### config.mk
export PLATFORM = sky130hd
export DESIGN_NAME = ffha_front
export DESIGN_NICKNAME = d
export VERILOG_FILES = /design/src/sv/ffha_pkg.sv /design/src/sv/ffha_front.sv
export SDC_FILE = /design/constraint.sdc
export NUM_CORES = 1
export LEC_CHECK = 0
export BUFFER_PORTS_ARGS = -buffer_cell sky130_fd_sc_hd__buf_2
export CAP_MARGIN = 20
export CORE_ASPECT_RATIO = 0.75
export CORE_MARGIN = 10
export CORE_UTILIZATION = 39
export DETAILED_ROUTE_END_ITERATION = 10
export PLACE_DENSITY_LB_ADDON = 0.08
export SYNTH_ARGS = -nofsm -noshare
export SYNTH_HDL_FRONTEND = slang
export SYNTH_SLANG_ARGS = --single-unit
### constraint.sdc
create_clock -name clk -period 4.5 [get_ports clk]
set_input_delay 0.45 -clock clk [delete_from_list [all_inputs] [get_ports clk]]
set_output_delay 0.45 -clock clk [all_outputs]
set_load 0.01 [all_outputs]
### src/sv/ffha_pkg.sv
// ----------------------------------------------------------------------------
// ffha_pkg: shared types and constants for the first-fit heap allocator
// Request kinds, status codes and the request record passed front to back.
// ----------------------------------------------------------------------------
package ffha_pkg;

	localparam int HEAP_WORDS_DEF = 512;
	localparam int HDR_W = 13;
	localparam int SIZE_W = 12;

	typedef enum logic [0:0] {
		REQ_ALLOC = 1'b0,
		REQ_FREE  = 1'b1
	} req_kind_t;

	typedef enum logic [2:0] {
		ST_OK        = 3'd0,
		ST_ZERO      = 3'd1,
		ST_TOO_LARGE = 3'd2,
		ST_NO_SPACE  = 3'd3,
		ST_OUTSIDE   = 3'd4,
		ST_NOT_START = 3'd5,
		ST_DBL_FREE  = 3'd6
	} status_t;

	// classified request: front decides early rejects, back walks the heap
	typedef struct packed {
		req_kind_t   kind;
		logic        early;     // status already final, no walk
		status_t     status;
		logic [12:0] words;     // rounded size in words (alloc)
		logic [15:0] addr;      // byte offset (free)
	} cmd_t;

	typedef struct packed {
		status_t     status;
		logic [11:0] data_offset;
	} rsp_t;

endpackage

### src/sv/ffha_front.sv
// ----------------------------------------------------------------------------
// ffha_front: request intake and classification
// Rounds sizes, rejects zero/too-large/outside requests, queues commands.
// ----------------------------------------------------------------------------
module ffha_front import ffha_pkg::*; #(
	parameter int HEAP_WORDS = HEAP_WORDS_DEF
) (
	input  logic        clk,
	input  logic        arst_n,
	input  logic        in_valid,
	output logic        in_ready,
	input  logic        req_type,
	input  logic [15:0] req_size,
	input  logic [15:0] req_addr,
	output logic        cmd_valid,
	input  logic        cmd_ready,
	output cmd_t        cmd
);
	localparam logic [16:0] MAX_BYTES = 17'((HEAP_WORDS - 1) * 8);
	localparam logic [16:0] HEAP_BYTES = 17'(HEAP_WORDS * 8);

	cmd_t        q_q [2];
	logic        wp_q, rp_q;
	logic [1:0]  cnt_q;
	logic [16:0] rs;
	cmd_t        c;

	always_comb begin
		rs = (17'(req_size) + 17'd7) & ~17'd7;
		c.kind = req_kind_t'(req_type);
		c.words = rs[15:3];
		c.addr = req_addr;
		c.early = 1'b0;
		c.status = ST_OK;
		if (req_type == REQ_FREE) begin
			if (17'(req_addr) >= HEAP_BYTES) begin
				c.early = 1'b1;
				c.status = ST_OUTSIDE;
			end
		end else if (req_size == 16'd0) begin
			c.early = 1'b1;
			c.status = ST_ZERO;
		end else if (rs > MAX_BYTES) begin
			c.early = 1'b1;
			c.status = ST_TOO_LARGE;
		end
	end

	assign in_ready = (cnt_q != 2'd2);
	assign cmd_valid = (cnt_q != 2'd0);
	assign cmd = q_q[rp_q];

	always_ff @(posedge clk) begin
		if (in_valid && in_ready) q_q[wp_q] <= c;
	end

	always_ff @(posedge clk or negedge arst_n) begin
		if (!arst_n) begin
			wp_q <= 1'b0;
			rp_q <= 1'b0;
			cnt_q <= 2'd0;
		end else begin
			if (in_valid && in_ready) wp_q <= ~wp_q;
			if (cmd_valid && cmd_ready) rp_q <= ~rp_q;
			cnt_q <= cnt_q + 2'(in_valid && in_ready) - 2'(cmd_valid && cmd_ready);
		end
	end
endmodule

==> Yosys cells after proc, flatten, opt, wreduce, memory -nomap -nowiden <==
Memories as Yosys holds them, arrays and structs flattened.
Index checks and enable logic that the tools add are counted.
{ "totals": {"output_inout_bits": 36, "reg_bits": 4, "in_bits": 37, "mem_bits_rw": 68, "n_memories": 1} }
{ "memory_table": {"columns": ["name", "depth", "word_bits", "rd", "rd_clocked_by_memory_dff", "write_ports", "line", "text"], "rows": [
  ["q_q", 2, 34, 1, 0, 1, "ffha_front.sv:22", "cmd_t q_q [2];"]
]} }
{ "op_classes": {"eq_ne": 1, "n_mux": 6, "n_lt_le_gt_ge": 2, "n_bitwise": 2, "reduce_logical": 4, "n_addsub": 3} }
{ "op_table": {"columns": ["cell", "count"], "rows": [
  ["16-bit by 3-bit adder with 17-bit output, second input constant", 1],
  ["17-bit by 12-bit greater-than comparator with 1-bit output, second input constant", 1],
  ["16-bit by 13-bit greater-or-equal comparator with 1-bit output, second input constant", 1],
  ["16-bit zero test", 1],
  ["4-bit two-way mux", 4],
  ["2-bit by 1-bit adder with 2-bit output", 1],
  ["1-bit logical AND", 2],
  ["1-bit two-way mux", 2],
  ["2-bit inequality test, second input constant", 1],
  ["1-bit inverter", 2],
  ["2-bit nonzero test", 1],
  ["2-bit by 1-bit subtractor with 2-bit output", 1]
]} }

==> Logic depth before layout (Yosys ltp) <==
Gate-level depths: netlist of run 1.
{ "logic_depth": {"depth_word": 5, "depth_mapped": 7} }

==> Least setup slack after synthesis of run 1 <==
No wires, ideal clock.
{ "synth_timing": {"path_type": "reg-to-reg", "startpoint": "reg cnt_q[1]", "endpoint": "mem q_q[0][0] in the netlist's numbering (enable)", "stages_incl_launch_ff": 4, "required_ns": 4.075, "setup_ns": 0.425, "setup_slack_ns": 1.976, "arrival_time_ns": 2.099, "synth_period_minus_slack_ns": 2.524, "path_buffers": 0, "cell_sequence": "dfrtp_1 > nand2b_1 > nand2_1 > nor2_1"} }
{ "synth_between": {"elab_chain_len": 4} }
{ "synth_rtl": {"columns": ["element", "line", "text"], "rows": [
  ["start: declaration", "ffha_front.sv:24", "logic [1:0] cnt_q;"],
  ["start signal: assignment", "ffha_front.sv:65", "cnt_q <= cnt_q + 2'(in_valid && in_ready) - 2'(cmd_valid && cmd_ready);"],
  ["2-bit inequality test", "ffha_front.sv:49", "assign in_ready = (cnt_q != 2'd2);"],
  ["named net in_ready", "ffha_front.sv:11", "output logic in_ready,"],
  ["1-bit logical AND", "ffha_front.sv:54", "if (in_valid && in_ready) q_q[wp_q] <= c;"],
  ["1-bit two-way mux", "ffha_front.sv:54", null],
  ["1-bit two-way mux (implied by the code)", "ffha_front.sv:54", null],
  ["end: declaration", "ffha_front.sv:22", null]
]} }
The timed path passes the listed nets, and every way through them passes these cells.

==> run summary, run 1 <==
The capturing instance or port of the critical path is cmd[8]. The cell leakage power is 1.313 nW. The number of cells traversed by the worst hold path is 1. The slack of the worst reg-to-reg path came out at 2.61 ns.

The required time at the worst-slack endpoint is 4.05 ns. The worst setup path is of the reg -> out kind. The switching portion of total power came out at 29.65%. The worst path needs 2.491 ns of the cycle, external delays included. At the end of routability-driven placement, the weighted congestion stood at roughly 0.74. Cell internal power was estimated by the tool at 1.475 mW.

The number of iterations in the first detailed-routing pass came out at 4. The synthesized netlist occupies a cell area of 0.002932 mm2. The setup violation total in the final timing report came out at 0. The die covers approximately 0.011 mm2.

Of the synthesized area, sequential elements account for 73.07%. Per report_power, the sequential group accounts for 47.3% of the total. The later-pin clock latency in the skew report is around 0.33 ns. The total grt overflow came out at 0. The fraction of power consumed by combinational cells is a little under a third. The total wirelength of the detailed-routed design is 5741 um. The routed layout has around 1600 vias. The worst register-to-register path ends at q_q[0][2]. The total power per unit cell area came out at a little under 600 mW/mm2. The combined global-route utilization of all metal layers is 10.26%. In this run the worst hold path is classified as in -> reg. Across the run, the number of max-cap violations was 0. Setup repair after global routing left no endpoint under its margin. The placeable core region is 0.007331 mm2. For the final database, setup skew stands at 0.005125 ns. The highest net fanout along the worst path is 20.

The ratio of cells with drive above 1 in the final layout came out at approximately half. Buffers added to address setup during post-CTS repair amount to 0. The initial cell density of the core came out at roughly two fifths.

The antenna diode count came out at 0. The first global-routing pass estimated 8997 um of wire. The sum of internal, switching and leakage power came out at 2.097 mW.

The worst path arrival time is 2.04 ns. The max-slew headroom at the worst pin is 29.97%. Summed over all nets, the switching power comes to a little over 600 uW. CTS placed an instance of sky130_fd_sc_hd__clkbuf_8 at the clock tree root. The share of the clock period used by the worst path after layout is a little under three fifths. Tracing the worst setup path back leads to its startpoint at rp_q.

The run finished with clean final reports. The number of gates resized after CTS is 0. The horizontal extent of the die came out at 120.1 um. The net count after synthesis is approximately 200. The total of flip-flops plus latches after synthesis is just over 70. The routed length per placed instance is between 15 and 20 um. The number of buffers added on ports came out at about 70. The clock drives between 70 and 80 sinks.

The number of core rows is 27. The maximum number of pins on one net before global-route repair came out at 35. The peak supply drop is ~0.22 mV.

Buffers inserted during clock tree synthesis total 9. The layout overhead on the synthesized area came out at 22.83%. The startpoint type of the worst setup path is a flip-flop. The slew of the pin with the lowest slew margin is 1.048 ns. The per-cell via count in the routed design is about 4.6.

The post-detailed-route DRC marker count came out at 0. The via count of the first global-routing pass is 1748. The post-synthesis cell count came out at 164. During synthesis, Yosys emitted a total of 0 warnings. The endpoint kind of the worst setup timing path is an output port. The maximum achievable frequency came out at 401.4 MHz. The die span in y came out at 95.09 um.

The depth of the worst register-to-register path is 3. The number of nets in the finished design is 283. Once detail routing completed, the nets flagged for antenna violations numbered 0.

The worst register-to-register path begins at cnt_q[1]. The library cells used most frequently in the layout, excluding fill and tap cells, are sky130_fd_sc_hd__buf_2, sky130_fd_sc_hd__edfxtp_1, sky130_fd_sc_hd__mux2_2. The starting DRC count in detailed routing came out at 64. The post-detailed-placement half-perimeter wirelength is 3994 um. The CTS tree is built.

The part of the power in the clock network came out at 22.2%. The mean cell area of the mapped netlist is 17.88 um2. The hold violation count in the final report was 0. Leaving out fill and tap cells, the most frequent cell in the layout is sky130_fd_sc_hd__buf_2. The H-tree was split into 3 levels. The number of antenna violations at the first check in global routing is 0. The distinct cell type count of the synthesized netlist came out at 29. Clock-pin slew was measured on the worst setup and hold paths at ~0.07 ns. The number of top-level pins is 73.

Excluding fillers, the count of instances in the completed layout stands at 350. Setup total negative slack on the finished layout was measured at 0 ns. The number of slew-limit violations in the final report is 0. The deepest clock path buffer count came out at 2.

The number of placed instances, taps included, is 333.
==> final cells by class <==
class / count / area [um2]
multi-input combinational: 86 / 772.0
clock buffer: 11 / 131.4
inverter: 1 / 3.754
timing repair buffer: 74 / 377.9
tap: 101 / 126.4
sequential: 72 / 2142
clock inverter: 5 / 47.55
fill: 683 / 3730
==> power by group through the flow <==
stage	logic [mW]	registers (mW)	clock network, mW
after global placement	0.657	1.01	0
after CTS	0.665	0.996	0.483
after floorplan	0.436	0.966	0
after global routing	0.710	1.01	0.510
after detailed placement	0.662	1.01	0
final	0.640	0.992	0.465
==> worst min path at each step <==
| stage | slack, ns | start | to |
|---|---|---|---|
| after floorplan | 0.15 | arst_n | cnt_q[0] |
| after global placement | 0.27 | arst_n | cnt_q[1] |
| after detailed placement | 0.26 | arst_n | cnt_q[1] |
| after CTS | 0.28 | req_addr[4] | q_q[0][4] |
| after global routing | 0.28 | req_addr[4] | q_q[1][4] |
| final | 0.31 | req_addr[4] | q_q[1][4] |
==> synthesized netlist by cell type (all sizes together) <==
| library cell | instances | area [um2] |
|---|---|---|
| and3 | 1 | 6.260 |
| dfrtp | 4 | 100.1 |
| nor4 | 4 | 31.28 |
| nand3b | 1 | 7.510 |
| and2 | 1 | 6.260 |
| or3 | 1 | 6.260 |
| inv | 1 | 3.750 |
| xor2 | 4 | 35.03 |
| clkbuf | 2 | 8.750 |
| buf | 3 | 13.76 |
| ha | 2 | 25.02 |
| nand2b | 2 | 12.51 |
| a21oi | 1 | 8.760 |
| o41a | 1 | 11.26 |
| nand2 | 5 | 18.77 |
| xnor2 | 13 | 113.9 |
| nor3 | 2 | 15.01 |
| mux2 | 34 | 382.9 |
| or4 | 2 | 15.01 |
| or2 | 1 | 6.260 |
| nor2 | 2 | 7.510 |
| nand4 | 3 | 18.77 |
| edfxtp | 68 | 2042 |
| nand3 | 6 | 35.03 |
==> critical path: stages, from the launching register on <==
cell                      delay, ns
sky130_fd_sc_hd__dfrtp_1       0.77
sky130_fd_sc_hd__buf_4         0.42
sky130_fd_sc_hd__mux2_2        0.38
sky130_fd_sc_hd__buf_2         0.14
==> registers in the layout, summed over array words and instances, names as in the netlist <==
register and count:
cnt_q 2, wp_q 1, q_q 68, rp_q 1
==> timing repair <==
item / in CTS / in global routing
hold buffers: 1 / 0
hold endpoints to repair: 4 / 0
endpoints found under the setup margin: 0 / 0
==> cells by family after synthesis <==
group | Yosys count | synth area share [%]
adder cells (fa/ha/maj) | 2 | 0.8535
XOR/XNOR | 17 | 5.079
flip-flops | 72 | 73.07
AND/OR/NAND/NOR | 31 | 6.360
multiplexers | 34 | 13.06
AO/OA/AOI/OAI | 2 | 0.6829
buffers and inverters | 6 | 0.8958
==> routing by layer <==
layer  track usage [%]  vias up  share of wire [%]  wire (um)
met4             2.705        0               0.37         21
li1                  -      790                  -          -
met3             5.844        2                7.9        452
met2             15.77       53                 45       2608
met1             12.24      778                 46       2659
met5                 0        -                  0          0
==> stage by stage <==
| stage | util [%] | cell area [um2] | hold WS (ns) | worst slack (ns) |
|---|---|---|---|---|
| after floorplan | - | 2932 | 0.1544 | 1.976 |
| after detailed placement | 46.54 | 3412 | 0.2641 | 2.327 |
| final | 49.12 | 3601 | 0.3075 | 2.009 |
| after CTS | 49.12 | 3601 | 0.2792 | 1.938 |
| after global routing | 49.12 | 3601 | 0.2752 | 1.867 |
| after global placement | 46.54 | 3412 | 0.2651 | 2.318 |
Note: power is estimated with default switching activity, not from simulation.
==> run 2, diff against run 1 <==
==> constraint.sdc (replaced) <==
create_clock -name clk -period 2.5 [get_ports clk]
set_input_delay 0.25 -clock clk [delete_from_list [all_inputs] [get_ports clk]]
set_output_delay 0.25 -clock clk [all_outputs]
set_load 0.01 [all_outputs]
==> run 2 against run 1 <==
Critical path depth unchanged; first-iteration DRC count increased by 1.6%; hold slack got worse by 0.20 ns; combinational power increased by 97%; non-clock buffer count increased by 2; setup slack got worse by 1.5 ns; sequential share of layout area decreased by 0.82 points; clock skew decreased by 0.00065 ns; total power increased by 83%.
==> run summary, run 2 (same netlist as run 1, synthesis figures left out) <==
The startpoint identified for the worst hold timing path is req_addr[10]. The combined global-route utilization of all metal layers came out at 10.46% (+0.20 points). The global-route wire length before repair came to 9211 um (+2.4%).

The final cell area excluding filler cells came out at 0.003651 mm2 (+1.4%). The number of nets in the finished design came out at 285 (+0.71%). The initial cell density of the core is 39.99% (unchanged). The sum of internal, switching and leakage power came out at 3.847 mW (+83%). The post-place setup slack came out at 0.7543 ns (-1.573 ns). The weighted congestion at the end of routability-driven global placement came to 0.7965 (+7.0%). The number of maximum-capacitance constraint violations came to 0 (unchanged).

The horizontal extent of the die is 120.1 um (unchanged). The peak per-stage delay on the critical path is 0.57 ns (-0.20 ns). The standard cell area after detailed placement came out at 0.003465 mm2 (+1.5%). The flow ran to the end, and the final reports show no timing, DRC or antenna violations. The number of buffers inserted during clock tree synthesis came out at 9 (unchanged). The top cell types in the final layout, fill and taps aside, are sky130_fd_sc_hd__buf_2, sky130_fd_sc_hd__edfxtp_1, sky130_fd_sc_hd__mux2_2. The number of core rows came out at 27 (unchanged). The number of gates resized after CTS came out at 0 (unchanged). The setup TNS was 0 ns (unchanged).

The per-cell via count in the routed design is 4.647 (+0.21%). The depth of the worst register-to-register path is 7 (+4). TritonCTS built the clock tree.

The share of the clock period used by the worst path after layout is roughly 80%. The smallest setup slack after layout was 0.5520 ns (-1.457 ns). The maximum clock skew at final layout is 0.004478 ns (-0.0006466 ns). The deepest clock path buffer count is 2 (unchanged). The max-slew headroom at the worst pin came out at 64.25% (+34 points).

The startpoint type of the worst setup path is a flip-flop. The flip-flop count of the largest register after layout was 68 (unchanged). Leaving out fill and tap cells, the most frequent cell in the layout is sky130_fd_sc_hd__buf_2. The number of top-level pins is 73 (unchanged). The clock slew seen by the registers of the worst setup and hold paths is 0.07 ns (about the same).

The slowest cell on the critical path is sky130_fd_sc_hd__dfrtp_1. The worst path arrival time came out at 1.70 ns (-0.34 ns). The placeable core region was 0.007331 mm2 (unchanged). The highest net fanout along the worst path came out at 28 (+40%). The remaining number of nets flagged by the antenna check after routing is 0 (unchanged). The cell leakage power is 1.336 nW (+1.7%). The layout overhead on the synthesized area came out at 24.54%. The maximum level of the CTS H-tree is 3 (unchanged). Setup repair after global routing left no endpoint under its margin. The ratio of cells with drive above 1 in the final layout is 51.60% (+1.0 points).

The setup violation total in the final timing report came out at 0 (unchanged). The clock net sink count was 72 (unchanged). The routed length per placed instance is 16.44 um (+0.20%). The total wirelength of the detailed-routed design came out at 5769 um (+0.49%). The antenna diode count came out at 0 (unchanged).

The cell family contributing the most delay on the critical path is flip-flops. The kind of critical path is reg -> out. The number of iterations in the first detailed-routing pass is 4 (unchanged). The number of slew-limit violations in the final report is 0 (unchanged). The later-pin clock latency in the skew report came to 0.33 ns (about the same). The final-layout fill cell count is 670 (-1.9%). The startpoint of the worst-slack reg-to-reg timing path is cnt_q[1]. The number of buffers added on ports is 72 (unchanged).

The post-detailed-route DRC marker count came out at 0 (unchanged). The number of buffers added for setup after CTS came out at 0 (unchanged). The peak supply drop came out at 0.4058 mV (+81%). The maximum number of pins on one net before global-route repair is 29 (-17%). The total grt overflow is 0 (unchanged). The slack of the worst reg-to-reg path came out at 0.76 ns (-1.85 ns). For this run, the top clock speed supported by timing is 513.4 MHz. The via count of the first global-routing pass came out at 1755 (+0.40%). The die span in y is 95.09 um (unchanged). The endpoint kind of the worst setup timing path is an output port. The required time at the worst-slack endpoint is 2.25 ns (-1.80 ns). The hold violation count in the final report is 0 (unchanged).

For hold timing, the worst endpoint is q_q[1][10]. The most flop-heavy register is q_q. The hold-fix buffer count after cts is 1 (unchanged). The number of antenna violations at the first check in global routing was 0 (unchanged). The number of cells traversed by the worst hold path is 1 (unchanged).

The tree is rooted in a sky130_fd_sc_hd__clkbuf_8. The worst register-to-register path ends at cnt_q[1]. The sum of buffers and inverters on the critical path was 2 (unchanged). The largest registers in the layout are q_q (68), cnt_q (2). The post-detailed-placement half-perimeter wirelength is 4100 um (+2.6%). The total power per unit cell area came out at 1054 mW/mm2 (+81%).

The starting DRC count in detailed routing is 65 (+1.6%). Traced cell by cell, the critical path runs through buf_12, mux2_2, buf_2. The count of vias placed by the detailed router came out at 1631 (+0.49%). The post-route minimum period is 1.948 ns. The slew of the pin with the lowest slew margin is 0.5322 ns (-0.5157 ns). The path class of the tightest hold or removal check is in -> reg.

The die outline area came out at 0.01142 mm2 (unchanged).
==> run 2: metrics by stage <==
step,std cells,hold WS (ns),utilization [%]
4_1_cts,351,0.08545,49.80
6_report,351,0.1059,49.80
3_5_place_dp,335,0.06642,47.26
5_1_grt,351,0.08390,49.80
2_1_floorplan,164,-0.04559,-
3_3_place_gp,335,0.06330,47.26
==> run 2: worst max path at each step <==
| stage | startpoint | to | slack, ns | cells past startpoint |
|---|---|---|---|---|
| 5_1_grt | rp_q | cmd[13] | 0.47 | 3 |
| 2_1_floorplan | cnt_q[1] | q_q[0][0] | 0.53 | 3 |
| 3_5_place_dp | req_size[12] | q_q[1][32] | 0.75 | 5 |
| 4_1_cts | rp_q | cmd[23] | 0.51 | 3 |
| 3_3_place_gp | req_size[12] | q_q[0][32] | 0.76 | 5 |
| 6_report | rp_q | cmd[23] | 0.55 | 3 |
==> run 2: area by class of cell <==
class | count | area [um2] | area share, %
repair buffers | 76 | 430.4 | 11.79
clock inverters | 5 | 48.80 | 1.337
well taps | 101 | 126.4 | 3.461
multi-input cells | 86 | 772.0 | 21.14
inverters | 1 | 3.754 | 0.1028
flip-flops and latches | 72 | 2142 | 58.67
clock buffers | 10 | 127.6 | 3.496
==> run 2: routing by layer <==
layer / GRT usage [%] / part of all wire (%) / up-vias / routed length, um
li1: - / - / 794 / -
met1: 13.94 / 47 / 781 / 2733
met2: 14.81 / 44 / 51 / 2558
met3: 5.254 / 7.4 / 5 / 429
met4: 2.705 / 0.83 / 0 / 48
met5: 0 / 0 / - / 0
==> run 2: report_power, final <==
part / switching [mW] / internal [mW] / total [mW]
combinational: 0.659 / 0.604 / 1.26
sequential: 0.0942 / 1.65 / 1.75
clock: 0.388 / 0.447 / 0.836
total: 1.14 / 2.71 / 3.85
